## src/mtpe_pkg.sv

```systemverilog
// Package for the mission transfer protocol engine.
// Holds the beat layouts, operation/action/result codes and the phase type.
// No dependencies.
package mtpe_pkg;

    // Transfer phase, one-hot.
    typedef enum logic [2:0] {
        PH_IDLE = 3'b001,
        PH_DOWN = 3'b010,
        PH_UP   = 3'b100
    } phase_t;

    // Input operation codes.
    localparam logic [2:0] OP_REQ_LIST = 3'd0;
    localparam logic [2:0] OP_REQ_ITEM = 3'd1;
    localparam logic [2:0] OP_COUNT    = 3'd2;
    localparam logic [2:0] OP_ITEM     = 3'd3;
    localparam logic [2:0] OP_ACK      = 3'd4;
    localparam logic [2:0] OP_CLEAR    = 3'd5;
    localparam logic [2:0] OP_TICK     = 3'd6;

    // Result action codes.
    localparam logic [3:0] ACT_COUNT    = 4'd0;
    localparam logic [3:0] ACT_ITEM     = 4'd1;
    localparam logic [3:0] ACT_REQ      = 4'd2;
    localparam logic [3:0] ACT_ACK      = 4'd3;
    localparam logic [3:0] ACT_STORE    = 4'd4;
    localparam logic [3:0] ACT_CLEAR    = 4'd5;
    localparam logic [3:0] ACT_UPDONE   = 4'd6;
    localparam logic [3:0] ACT_DOWNDONE = 4'd7;
    localparam logic [3:0] ACT_FAILED   = 4'd8;
    localparam logic [3:0] ACT_TIMEOUT  = 4'd9;

    // Ack result codes.
    localparam logic [3:0] RES_ACCEPTED = 4'd0;
    localparam logic [3:0] RES_ERROR    = 4'd1;
    localparam logic [3:0] RES_NO_SPACE = 4'd4;
    localparam logic [3:0] RES_BAD_SEQ  = 4'd13;

    // Configuration register indexes.
    localparam logic [2:0] CFG_SYSTEM    = 3'd0;
    localparam logic [2:0] CFG_COMPONENT = 3'd1;
    localparam logic [2:0] CFG_MISSION   = 3'd2;
    localparam logic [2:0] CFG_MAX_ITEMS = 3'd3;
    localparam logic [2:0] CFG_TIMEOUT   = 3'd4;

    // Configuration reset values.
    localparam logic [7:0]  RST_SYSTEM    = 8'd1;
    localparam logic [7:0]  RST_COMPONENT = 8'd1;
    localparam logic [7:0]  RST_MISSION   = 8'd0;
    localparam logic [15:0] RST_MAX_ITEMS = 16'd1024;
    localparam logic [31:0] RST_TIMEOUT   = 32'd30000;

    typedef struct packed {
        logic [7:0]  own_system_id;
        logic [7:0]  own_component_id;
        logic [7:0]  own_mission_type;
        logic [15:0] max_items;
        logic [31:0] timeout_ms;
    } cfg_t;

    typedef struct packed {
        logic [2:0]  operation;
        logic [7:0]  tgt_system;
        logic [7:0]  tgt_component;
        logic [7:0]  mission_kind;
        logic [15:0] sequence_req;
        logic [15:0] item_total;
        logic [7:0]  sender_system;
        logic [7:0]  sender_component;
        logic        ack_ok;
        logic [15:0] stored_count;
        logic [3:0]  backend_code;
        logic [31:0] now_ms;
    } in_item_t;

    typedef struct packed {
        logic [3:0]  action;
        logic [15:0] index_or_count;
        logic [3:0]  ack_code;
    } result_t;

    // All results of one input item; every one goes to the same peer.
    typedef struct packed {
        result_t [2:0] res;
        logic [1:0]    cnt;
        logic [7:0]    dest_system;
        logic [7:0]    dest_component;
    } batch_t;

endpackage

```

## src/mtpe_step.sv

```systemverilog
// Transfer state registers and the single-pass decision logic of the engine.
// Uses mtpe_pkg for types and codes.
module mtpe_step (
    input  logic               clk,
    input  logic               rst_n,
    input  logic               consume,
    input  mtpe_pkg::in_item_t item,
    input  mtpe_pkg::cfg_t     cfg,
    output mtpe_pkg::batch_t   batch
);

    mtpe_pkg::phase_t phase_reg, phase_next;
    logic [7:0]       peer_sys_reg, peer_sys_next;
    logic [7:0]       peer_comp_reg, peer_comp_next;
    logic [15:0]      total_reg, total_next;
    logic [15:0]      next_idx_reg, next_idx_next;
    logic [31:0]      last_reg, last_next;

    logic        sys_ok;
    logic        comp_ok;
    logic        type_ok;
    logic        match_all;
    logic [15:0] idx_inc;
    logic [31:0] elapsed;

    assign sys_ok    = item.tgt_system == cfg.own_system_id;
    assign comp_ok   = (item.tgt_component == cfg.own_component_id) ||
                       (item.tgt_component == 8'd0);
    assign type_ok   = item.mission_kind == cfg.own_mission_type;
    assign match_all = sys_ok && comp_ok && type_ok;
    assign idx_inc   = next_idx_reg + 16'd1;
    assign elapsed   = item.now_ms - last_reg;

    always_comb
    begin
        phase_next     = phase_reg;
        peer_sys_next  = peer_sys_reg;
        peer_comp_next = peer_comp_reg;
        total_next     = total_reg;
        next_idx_next  = next_idx_reg;
        last_next      = last_reg;
        batch.res      = '0;
        batch.cnt      = 2'd0;

        case (item.operation)
            mtpe_pkg::OP_REQ_LIST:
            begin
                if (match_all)
                begin
                    peer_sys_next  = item.sender_system;
                    peer_comp_next = item.sender_component;
                    total_next     = item.stored_count;
                    next_idx_next  = 16'd0;
                    last_next      = item.now_ms;
                    phase_next     = (item.stored_count != 16'd0) ? mtpe_pkg::PH_DOWN
                                                                  : mtpe_pkg::PH_IDLE;
                    batch.res[0]   = {mtpe_pkg::ACT_COUNT, item.stored_count,
                                      mtpe_pkg::RES_ACCEPTED};
                    batch.cnt      = 2'd1;
                end
            end
            mtpe_pkg::OP_REQ_ITEM:
            begin
                if (phase_reg != mtpe_pkg::PH_IDLE && sys_ok && type_ok)
                begin
                    batch.cnt = 2'd1;
                    if (item.sequence_req >= total_reg)
                    begin
                        batch.res[0]  = {mtpe_pkg::ACT_ACK, 16'd0, mtpe_pkg::RES_BAD_SEQ};
                        phase_next    = mtpe_pkg::PH_IDLE;
                        total_next    = 16'd0;
                        next_idx_next = 16'd0;
                    end
                    else
                    begin
                        last_next = item.now_ms;
                        if (item.backend_code != mtpe_pkg::RES_ACCEPTED)
                        begin
                            batch.res[0]  = {mtpe_pkg::ACT_ACK, 16'd0, item.backend_code};
                            phase_next    = mtpe_pkg::PH_IDLE;
                            total_next    = 16'd0;
                            next_idx_next = 16'd0;
                        end
                        else
                        begin
                            batch.res[0] = {mtpe_pkg::ACT_ITEM, item.sequence_req,
                                            mtpe_pkg::RES_ACCEPTED};
                        end
                    end
                end
            end
            mtpe_pkg::OP_COUNT:
            begin
                if (match_all)
                begin
                    if (item.item_total > cfg.max_items)
                    begin
                        // Refused before the peer is taken over.
                        batch.res[0] = {mtpe_pkg::ACT_ACK, 16'd0, mtpe_pkg::RES_NO_SPACE};
                        batch.cnt    = 2'd1;
                    end
                    else
                    begin
                        peer_sys_next  = item.sender_system;
                        peer_comp_next = item.sender_component;
                        total_next     = item.item_total;
                        next_idx_next  = 16'd0;
                        last_next      = item.now_ms;
                        batch.res[0]   = {mtpe_pkg::ACT_CLEAR, 16'd0, mtpe_pkg::RES_ACCEPTED};
                        batch.cnt      = 2'd2;
                        if (item.backend_code != mtpe_pkg::RES_ACCEPTED)
                        begin
                            batch.res[1] = {mtpe_pkg::ACT_ACK, 16'd0, item.backend_code};
                            phase_next   = mtpe_pkg::PH_IDLE;
                            total_next   = 16'd0;
                        end
                        else if (item.item_total == 16'd0)
                        begin
                            batch.res[1] = {mtpe_pkg::ACT_ACK, 16'd0, mtpe_pkg::RES_ACCEPTED};
                            phase_next   = mtpe_pkg::PH_IDLE;
                            total_next   = 16'd0;
                        end
                        else
                        begin
                            batch.res[1] = {mtpe_pkg::ACT_REQ, 16'd0, mtpe_pkg::RES_ACCEPTED};
                            phase_next   = mtpe_pkg::PH_UP;
                        end
                    end
                end
            end
            mtpe_pkg::OP_ITEM:
            begin
                if (phase_reg == mtpe_pkg::PH_UP && sys_ok && type_ok)
                begin
                    if (item.sequence_req != next_idx_reg)
                    begin
                        batch.res[0]  = {mtpe_pkg::ACT_ACK, 16'd0, mtpe_pkg::RES_BAD_SEQ};
                        batch.cnt     = 2'd1;
                        phase_next    = mtpe_pkg::PH_IDLE;
                        total_next    = 16'd0;
                        next_idx_next = 16'd0;
                    end
                    else
                    begin
                        last_next    = item.now_ms;
                        batch.res[0] = {mtpe_pkg::ACT_STORE, item.sequence_req,
                                        mtpe_pkg::RES_ACCEPTED};
                        batch.cnt    = 2'd2;
                        if (item.backend_code != mtpe_pkg::RES_ACCEPTED)
                        begin
                            batch.res[1]  = {mtpe_pkg::ACT_ACK, 16'd0, item.backend_code};
                            phase_next    = mtpe_pkg::PH_IDLE;
                            total_next    = 16'd0;
                            next_idx_next = 16'd0;
                        end
                        else if (idx_inc >= total_reg)
                        begin
                            batch.res[1]  = {mtpe_pkg::ACT_ACK, 16'd0, mtpe_pkg::RES_ACCEPTED};
                            batch.res[2]  = {mtpe_pkg::ACT_UPDONE, 16'd0,
                                             mtpe_pkg::RES_ACCEPTED};
                            batch.cnt     = 2'd3;
                            phase_next    = mtpe_pkg::PH_IDLE;
                            total_next    = 16'd0;
                            next_idx_next = 16'd0;
                        end
                        else
                        begin
                            batch.res[1]  = {mtpe_pkg::ACT_REQ, idx_inc, mtpe_pkg::RES_ACCEPTED};
                            next_idx_next = idx_inc;
                        end
                    end
                end
            end
            mtpe_pkg::OP_ACK:
            begin
                if (sys_ok && type_ok)
                begin
                    phase_next    = mtpe_pkg::PH_IDLE;
                    total_next    = 16'd0;
                    next_idx_next = 16'd0;
                    batch.res[0]  = {item.ack_ok ? mtpe_pkg::ACT_DOWNDONE : mtpe_pkg::ACT_FAILED,
                                     16'd0, mtpe_pkg::RES_ACCEPTED};
                    batch.cnt     = 2'd1;
                end
            end
            mtpe_pkg::OP_CLEAR:
            begin
                if (match_all)
                begin
                    batch.res[0] = {mtpe_pkg::ACT_CLEAR, 16'd0, mtpe_pkg::RES_ACCEPTED};
                    batch.res[1] = {mtpe_pkg::ACT_ACK, 16'd0, item.backend_code};
                    batch.cnt    = 2'd2;
                end
            end
            mtpe_pkg::OP_TICK:
            begin
                // The elapsed time wraps with the millisecond counter.
                if (phase_reg != mtpe_pkg::PH_IDLE && elapsed > cfg.timeout_ms)
                begin
                    batch.res[0]  = {mtpe_pkg::ACT_ACK, 16'd0, mtpe_pkg::RES_ERROR};
                    batch.res[1]  = {mtpe_pkg::ACT_TIMEOUT, 16'd0, mtpe_pkg::RES_ACCEPTED};
                    batch.cnt     = 2'd2;
                    phase_next    = mtpe_pkg::PH_IDLE;
                    total_next    = 16'd0;
                    next_idx_next = 16'd0;
                end
            end
            default:
            begin
                batch.cnt = 2'd0;
            end
        endcase

        batch.dest_system    = peer_sys_next;
        batch.dest_component = peer_comp_next;
    end

    always_ff @(posedge clk or negedge rst_n)
    begin
        if (!rst_n)
        begin
            phase_reg     <= mtpe_pkg::PH_IDLE;
            peer_sys_reg  <= 8'd0;
            peer_comp_reg <= 8'd0;
            total_reg     <= 16'd0;
            next_idx_reg  <= 16'd0;
            last_reg      <= 32'd0;
        end
        else if (consume)
        begin
            phase_reg     <= phase_next;
            peer_sys_reg  <= peer_sys_next;
            peer_comp_reg <= peer_comp_next;
            total_reg     <= total_next;
            next_idx_reg  <= next_idx_next;
            last_reg      <= last_next;
        end
    end

`ifndef SYNTHESIS
    a_phase_onehot: assert property (@(posedge clk) disable iff (!rst_n)
        $onehot(phase_reg))
        else $error("phase register lost its one-hot code");

    a_active_has_items: assert property (@(posedge clk) disable iff (!rst_n)
        phase_reg != mtpe_pkg::PH_IDLE |-> total_reg != 16'd0)
        else $error("active transfer with zero items");

    a_upload_index_range: assert property (@(posedge clk) disable iff (!rst_n)
        phase_reg == mtpe_pkg::PH_UP |-> next_idx_reg < total_reg)
        else $error("upload index ran past the item count");
`endif

endmodule

```

## src/mission_transfer_protocol_engine_top.sv

```systemverilog
// Top level of the mission transfer protocol engine: stream ports, configuration
// registers, input register and result buffer. Uses mtpe_pkg and mtpe_step.
//
// An input beat is registered in the input register, and its results are then registered
// in the result buffer, from which the first result beat can be taken.
// Throughput: one input beat per cycle while each item yields at most one result and
// m_tready is high; an item with k results (k up to 3) leaves as k beats, one per cycle.
// Reset (rst_n, asynchronous, active low) clears the transfer state, both valid flags
// and loads the configuration defaults; no clearing pass is needed.
module mission_transfer_protocol_engine_top (
    input  logic         clk,
    input  logic         rst_n,
    // Configuration write port.
    input  logic         cfg_we,
    input  logic [2:0]   cfg_addr,
    input  logic [31:0]  cfg_wdata,
    // Input stream.
    input  logic         s_tvalid,
    output logic         s_tready,
    // tgt_system, tgt_component, mission_kind, sequence_req, item_total,
    // sender_system, sender_component, ack_ok, stored_count, backend_code, now_ms
    input  logic [127:0] s_tdata,
    input  logic [2:0]   s_tuser,   // operation
    // Result stream.
    output logic         m_tvalid,
    input  logic         m_tready,
    // dest_system, dest_component, index_or_count, ack_code
    output logic [39:0]  m_tdata,
    output logic [3:0]   m_tuser,   // action
    output logic         m_tlast
);

    mtpe_pkg::cfg_t     cfg_reg;
    mtpe_pkg::in_item_t in_item;
    mtpe_pkg::in_item_t in_item_reg;
    logic               in_valid_reg;
    mtpe_pkg::batch_t   batch;
    mtpe_pkg::batch_t   batch_reg;
    logic [1:0]         pos_reg;
    logic               buf_free;
    logic               consume;
    mtpe_pkg::result_t  cur;

    always_ff @(posedge clk or negedge rst_n)
    begin
        if (!rst_n)
        begin
            cfg_reg.own_system_id    <= mtpe_pkg::RST_SYSTEM;
            cfg_reg.own_component_id <= mtpe_pkg::RST_COMPONENT;
            cfg_reg.own_mission_type <= mtpe_pkg::RST_MISSION;
            cfg_reg.max_items        <= mtpe_pkg::RST_MAX_ITEMS;
            cfg_reg.timeout_ms       <= mtpe_pkg::RST_TIMEOUT;
        end
        else if (cfg_we)
        begin
            unique case (cfg_addr)
                mtpe_pkg::CFG_SYSTEM:    cfg_reg.own_system_id    <= cfg_wdata[7:0];
                mtpe_pkg::CFG_COMPONENT: cfg_reg.own_component_id <= cfg_wdata[7:0];
                mtpe_pkg::CFG_MISSION:   cfg_reg.own_mission_type <= cfg_wdata[7:0];
                mtpe_pkg::CFG_MAX_ITEMS: cfg_reg.max_items        <= cfg_wdata[15:0];
                mtpe_pkg::CFG_TIMEOUT:   cfg_reg.timeout_ms       <= cfg_wdata;
                default:                 cfg_reg                  <= cfg_reg;
            endcase
        end
    end

    assign in_item.operation        = s_tuser;
    assign in_item.tgt_system       = s_tdata[7:0];
    assign in_item.tgt_component    = s_tdata[15:8];
    assign in_item.mission_kind     = s_tdata[23:16];
    assign in_item.sequence_req     = s_tdata[39:24];
    assign in_item.item_total       = s_tdata[55:40];
    assign in_item.sender_system    = s_tdata[63:56];
    assign in_item.sender_component = s_tdata[71:64];
    assign in_item.ack_ok           = s_tdata[72];
    assign in_item.stored_count     = s_tdata[88:73];
    assign in_item.backend_code     = s_tdata[92:89];
    assign in_item.now_ms           = s_tdata[124:93];

    // The result buffer can take a new batch when it is drained or its last
    // beat leaves in this cycle.
    assign buf_free = (pos_reg == batch_reg.cnt) ||
                      ((pos_reg + 2'd1 == batch_reg.cnt) && m_tready);
    assign consume  = in_valid_reg && buf_free;
    assign s_tready = !in_valid_reg || buf_free;

    always_ff @(posedge clk or negedge rst_n)
    begin
        if (!rst_n)
        begin
            in_valid_reg <= 1'b0;
        end
        else if (s_tready)
        begin
            in_valid_reg <= s_tvalid;
        end
    end

    always_ff @(posedge clk)
    begin
        if (s_tready && s_tvalid)
        begin
            in_item_reg <= in_item;
        end
    end

    mtpe_step u_step (
        .clk     (clk),
        .rst_n   (rst_n),
        .consume (consume),
        .item    (in_item_reg),
        .cfg     (cfg_reg),
        .batch   (batch)
    );

    always_ff @(posedge clk or negedge rst_n)
    begin
        if (!rst_n)
        begin
            batch_reg <= '0;
            pos_reg   <= 2'd0;
        end
        else if (consume)
        begin
            batch_reg <= batch;
            pos_reg   <= 2'd0;
        end
        else if (m_tvalid && m_tready)
        begin
            pos_reg <= pos_reg + 2'd1;
        end
    end

    always_comb
    begin
        case (pos_reg)
            2'd1:    cur = batch_reg.res[1];
            2'd2:    cur = batch_reg.res[2];
            default: cur = batch_reg.res[0];
        endcase
    end

    assign m_tvalid = pos_reg != batch_reg.cnt;
    assign m_tlast  = (pos_reg + 2'd1) == batch_reg.cnt;
    assign m_tuser  = cur.action;
    assign m_tdata  = {4'd0, cur.ack_code, cur.index_or_count,
                       batch_reg.dest_component, batch_reg.dest_system};

`ifndef SYNTHESIS
    a_pos_in_range: assert property (@(posedge clk) disable iff (!rst_n)
        pos_reg <= batch_reg.cnt)
        else $error("result position beyond batch size");

    a_drain_after_last: assert property (@(posedge clk) disable iff (!rst_n)
        (m_tvalid && m_tready && m_tlast && !consume) |=> !m_tvalid)
        else $error("result beat shown after the last one of its batch");

    a_last_needs_valid: assert property (@(posedge clk) disable iff (!rst_n)
        m_tlast |-> m_tvalid)
        else $error("last flag raised without a valid result beat");
`endif

endmodule

```

## config.mk

```make
export PLATFORM = sky130hd
export DESIGN_NAME = mission_transfer_protocol_engine_top
export DESIGN_NICKNAME = d
export VERILOG_FILES = /design/src/mtpe_pkg.sv /design/src/mtpe_step.sv /design/src/mission_transfer_protocol_engine_top.sv
export SDC_FILE = /design/constraint.sdc
export NUM_CORES = 1
export LEC_CHECK = 0
export ABC_AREA = 1
export BUFFER_PORTS_ARGS = -buffer_cell sky130_fd_sc_hd__buf_2
export CORE_UTILIZATION = 31
export CTS_BUF_LIST = sky130_fd_sc_hd__clkbuf_4 sky130_fd_sc_hd__clkbuf_8 sky130_fd_sc_hd__clkbuf_16
export DETAILED_ROUTE_END_ITERATION = 7
export PLACE_DENSITY_LB_ADDON = 0.15
export SLEW_MARGIN = 20
export SYNTH_ARGS = -nofsm -noshare
export SYNTH_HDL_FRONTEND = slang
export SYNTH_SLANG_ARGS = --single-unit
```

## constraint.sdc

```tcl
create_clock -name clk -period 6.15 [get_ports clk]
set_clock_uncertainty 0.2 [all_clocks]
set_input_delay 0.615 -clock clk [delete_from_list [all_inputs] [get_ports clk]]
set_output_delay 0.615 -clock clk [all_outputs]
set_load 0.01 [all_outputs]
```

==> flow_summary.ini, run 1 <==
[layout]
synthToLayoutAreaGrowth_pct = 23.70
fin_area_um2 = 22650
layout_commonest_cell = nand2_1
largest_reg_flops = 128
mostFrequentLayoutCells = nand2_1 (469), inv_1 (293), buf_2 (209), dfrtp_1 (197), o21ai_0 (161)
post_route_cells_drive_above_1_share = 0.1373
fin_nets = 2700

[routing]
drtIter0Drc = 839
postRouteWirelength_um = 52030
detail_route.wl_per_cell_um = 16.19
drc_errors = 0
vias = 15090
drt-pass1-iter-count = 5
final_antenna_net_count = 0
viasPerCell = 4.694

[timing]
setup_tns_ps = 0
fin_ws_ps = 1196
max_freq_ghz = 0.2019
finalHoldViolCount = 0
period_share = 0.8055
max_slew_margin = 0.2374
final.min_clock_period_ps = 4954
worst_pin_slew_ps = 1143
slew_violations = 0
setup_violations = 0
grt_setup_unrepaired = false

[cts]
clkLatencyLatePin_ps = 580
path_clk_slew_ps = 60
cts.sinks = 336
htree_levels = 2
cts_resized = 0
cts_tree = built
clockBufferDepth = 3
cts_made_buffers = 42
cts-root-buf = clkbuf_16

[placed_design]
place.gp.congestion = 0.8924
pre_cts_slack_ps = 1086
port_buffers = 210
place_area_um2 = 20030
hpwl_um = 38540

[floorplan]
ios = 218
die-width_um = 245.0
die_area_um2 = 60040
core_um2 = 58030
initial_core_util = 0.3155
rows = 88
die_h_um = 245.0

[job]
drv_cap = 0

[yosys]
synth_area_um2 = 18310
synth_simple_gate_area_frac = 0.2004
synth_compound_area_frac = 0.1017
synth_xor_area_frac = 0.03820
seq_area_frac_synth = 0.4950
synth-main-ff-cell = dfrtp_1
async_flop_share = 0.6190
synthAdderAreaFrac = 0.07900
ys_ff_latch = 336
synth_edf_count = 128
synth_mux_area_frac = 0
syn_inst = 2112
synth_cell_type_count = 48
synth_top_family_by_area = simple AND/OR/NAND/NOR gates
avgSynthCellArea_um2 = 8.669
ys_warn_count = 0

[power]
internal_power_mw = 5.718
sw_frac_of_total = 0.3875
clock_power_share = 0.276
p_per_area_nw_per_um2 = 412.2
p_leak_nw = 10.64
p_comb_frac = 0.386
vdd_drop_max_v = 0.0002113
power_frac_seq = 0.338
p_sw_mw = 3.617
total_power_mw = 9.335

[global_routing]
gr-total-overflow = 0
grt_pass1_vias = 15260
grt_use_total = 0.1747
antenna_found_initial = 1
grt_pass1_wl_um = 82610
grt_max_degree = 123

[critical_path]
crit_buf_inv = 0
r2r_slack_ps = 1200
cp_slowest_cell = nor3b_1
critPathLaunchType = flop
critical_path.max_fanout = 19
path_cells = ha_1, nand2_1, nor2_1, nand3_1, nand3_1, a21boi_0, o21ai_0, a21oi_1, xnor2_1, ha_1, nand2_1, nor2_1, nand3b_1, nor3b_1, nand2_1, nand2_1, nand2_1, a21oi_1, nand4_2, nand2_1, nand2_1
cp.required_ps = 6410
crit_arrival_ps = 5210
path_common_cell = nand2_1
cpPeakStageDelay_ps = 490
cp_top_family = simple AND/OR/NAND/NOR gates
crit_type = reg2reg
cp-end-kind = flop

[run_status]
status = finished, final reports clean

[min_path]
hp-class = in2reg
## final cells by class
class	count	area [um2]
Fill cell	5861	35380
Timing Repair Buffer	342	2356
Tap cell	765	957.2
Multi-Input combinational cell	1393	7705
Inverter	299	1127
Sequential cell	336	9062
Clock buffer	61	1212
Clock inverter	17	225.2
Antenna cell	1	2.502
## cell families (layout without fill, tap and decap cells)
kind of cell    Yosys count  count (layout)
xor+xnor                 79              79
fa+ha+maj               115             115
buf+inv                 386             719
other cells               1               5
flops                   336             336
simple gates            855             855
compound gates          340             340
## metrics by stage
stage / util / hold slack, ps / instances
after floorplan: - / 119.4 / 2115
after global placement: 0.3453 / 253.4 / 3018
after detailed placement: 0.3453 / 257.9 / 3018
after CTS: 0.3902 / 0.1746 / 3213
after global routing: 0.3903 / 6.380 / 3214
final: 0.3903 / 27.88 / 3214
## Yosys cell counts, drive strengths merged, types with 47 or more instances
| library cell | number | share of area |
|---|---|---|
| inv | 299 | 0.061 |
| xor2 | 51 | 0.024 |
| nand2 | 474 | 0.098 |
| edfxtp | 128 | 0.21 |
| nand4 | 55 | 0.019 |
| nand3 | 153 | 0.042 |
| o21ai | 169 | 0.046 |
| a21oi | 89 | 0.024 |
| ha | 114 | 0.078 |
| dfrtp | 197 | 0.27 |
| clkbuf | 47 | 0.0096 |
| nor2 | 138 | 0.030 |
## layer usage
layer  GRT usage  vias to the layer above  part of all wire
met5           0                        -                 0
li1            -                     7606                 -
met1      0.2307                     7103              0.46
met2      0.2966                      306              0.48
met3     0.02351                       70             0.037
met4     0.05037                        0             0.021
## power by group through the flow
stage	Combinational (mW)	Sequential, mW	Clock (mW)
2_1_floorplan	2.63	3.10	0
3_3_place_gp	3.51	3.19	0
3_5_place_dp	3.58	3.20	0
4_1_cts	3.66	3.16	2.66
5_1_grt	4.14	3.22	2.74
6_report	3.60	3.16	2.58
## repair_timing
item,CTS,global route
hold buffers,117,0
endpoints found under the hold margin,201,0
endpoints found under the setup margin,0,0
buffers inserted,0,0
## path summary, 6_finish.rpt
kind	from	to	cells past startpoint
max in group asynchronous	rst_n	cfg_reg[31]	3
hold reg to reg	u_step.total_reg[11]	u_step.total_reg[11]	2
hold / removal	s_tdata[4]	in_item_reg[121]	1
setup reg to reg	in_item_reg[10]	u_step.total_reg[14]	21
setup / recovery	in_item_reg[10]	u_step.total_reg[14]	21
min in group asynchronous	rst_n	batch_reg[63]	2
Power figures use the tool's default switching activity.
==> inputs of run 2 (changes only) <==
==> constraint.sdc (replaced) <==
create_clock -name clk -period 4.5 [get_ports clk]
set_clock_uncertainty 0.2 [all_clocks]
set_input_delay 0.45 -clock clk [delete_from_list [all_inputs] [get_ports clk]]
set_output_delay 0.45 -clock clk [all_outputs]
set_load 0.01 [all_outputs]
==> run 2 against run 1 <==
Power grew 40%. Clock power grew 35%. Die area did not move. Sequential cell count stayed put. Cell count grew 2.3%. Critical endpoint is now u_step.next_idx_reg[11]. Largest cell class unchanged. Largest power group unchanged.
==> flow_summary.ini, run 2 (same netlist as run 1, synthesis figures left out) <==
[run_status]
status = finished, final reports clean

[min_path]
worstHoldPathCells = 3
hold_end = cfg_reg[59]
hp-class = in2reg
min-delay-start = cfg_wdata[3]

[timing]
setup_tns_ps = 0
slew_violations = 0
holdWs_ps = 69.65
max_freq_ghz = 0.2383
max_slew_margin = 0.3225
fin_ws_ps = 303.1
setup_violations = 0
finalHoldViolCount = 0
final.min_clock_period_ps = 4197
period_share = 0.9326
grt_setup_unrepaired = false
worst_pin_slew_ps = 1013

[cts]
cts.sinks = 336
clockBufferDepth = 3
cts-root-buf = clkbuf_16
htree_levels = 2
clkLatencyLatePin_ps = 580
path_clk_slew_ps = 60
cts_tree = built
cts_made_buffers = 42

[placed_design]
place.gp.congestion = 0.8488
place_area_um2 = 20380
numPlacedInstances = 3055
pre_cts_slack_ps = 36.24
hpwl_um = 39780
port_buffers = 210

[global_routing]
grt_pass1_wl_um = 84080
gr-total-overflow = 0
grt_max_degree = 107
antenna_found_initial = 3
grt_use_total = 0.1781
grt_pass1_vias = 15560

[floorplan]
die_h_um = 245.0
ios = 218
initial_core_util = 0.3155
rows = 88
core_um2 = 58030
die-width_um = 245.0
die_area_um2 = 60040

[critical_path]
cp-end-kind = flop
ff2ff_path_depth = 25
worstReg2RegStart = in_item_reg[2]
r2r_end = u_step.next_idx_reg[11]
crit_arrival_ps = 4440
crit_type = reg2reg
critPathLaunchType = flop
r2r_slack_ps = 300
critical_path.max_fanout = 16
cp.required_ps = 4750
cpPeakStageDelay_ps = 430
cp_slowest_cell = edfxtp_1

[layout]
utilization = 0.4041
largest_reg_flops = 128
fin_nets = 2776
post_route_cells_drive_above_1_share = 0.1542
fin_area_um2 = 23450
fin_cells = 3289
layout_commonest_cell = nand2_1
fill_cells = 5888
synthToLayoutAreaGrowth_pct = 28.08
mostFrequentLayoutCells = nand2_1 (466), inv_1 (291), buf_2 (209), dfrtp_1 (197), o21ai_0 (157)

[power]
p_per_area_nw_per_um2 = 559.2
p_leak_nw = 11.01
vdd_drop_max_v = 0.0003076
total_power_mw = 13.11

[routing]
final_antenna_net_count = 0
drt-pass1-iter-count = 5
detail_route.wl_per_cell_um = 16.05
drtIter0Drc = 854
drc_errors = 0
postRouteWirelength_um = 52800
viasPerCell = 4.642
vias = 15270

[job]
drv_cap = 0
==> run 2: worst max path at each step <==
stage | startpoint | end | cells after the start
after floorplan | pos_reg[0] | in_item_reg[0] | 11
after global placement | in_item_reg[6] | u_step.next_idx_reg[13] | 24
after detailed placement | in_item_reg[6] | u_step.next_idx_reg[5] | 24
after CTS | in_item_reg[6] | u_step.next_idx_reg[5] | 23
after global routing | in_item_reg[0] | u_step.next_idx_reg[14] | 30
final | in_item_reg[2] | u_step.next_idx_reg[11] | 25
==> run 2: layer usage <==
layer  share of wire  vias up  GRT usage  wire length [um]
li1                -     7745          -                 -
met2            0.48      317     0.2979             25120
met4           0.024        0    0.04798              1259
met1            0.46     7129     0.2383             24300
met5               0        -          0                 0
met3           0.040       75    0.02712              2125
==> run 2: cell type report <==
type / count / area [um2] / area share
diodes: 1 / 2.502 / 0.0001067
clock buffers: 59 / 1210 / 0.05160
clock inverters: 18 / 214.0 / 0.009124
inverters: 299 / 1126 / 0.04802
multi-input cells: 1393 / 7766 / 0.3312
flip-flops and latches: 336 / 9062 / 0.3865
well taps: 765 / 957.2 / 0.04082
repair buffers: 418 / 3112 / 0.1327
==> run 2: repair_timing <==
action / in CTS / in global routing
setup endpoints to repair: 1 / 41
setup buffers: 0 / 1
pin swaps: 0 / 5
resized for setup: 1 / 20
endpoints found under the hold margin: 256 / 0
cloned: 0 / 1
hold buffers: 154 / 0
==> run 2: power breakdown <==
part | switching, mW | total (mW) | internal [mW]
clock | 1.36 | 3.48 | 2.11
combinational | 3.28 | 5.35 | 2.07
sequential | 0.392 | 4.29 | 3.90
==> run 2: critical path, delay by kind of cell, from the launching register on <==
kind / cells / cell delay (ps)
flip-flops: 1 / 430
buffers and inverters: 5 / 760
XOR/XNOR: 1 / 250
AO/OA/AOI/OAI: 5 / 660
adder cells (fa/ha/maj): 2 / 680
AND/OR/NAND/NOR: 12 / 1070
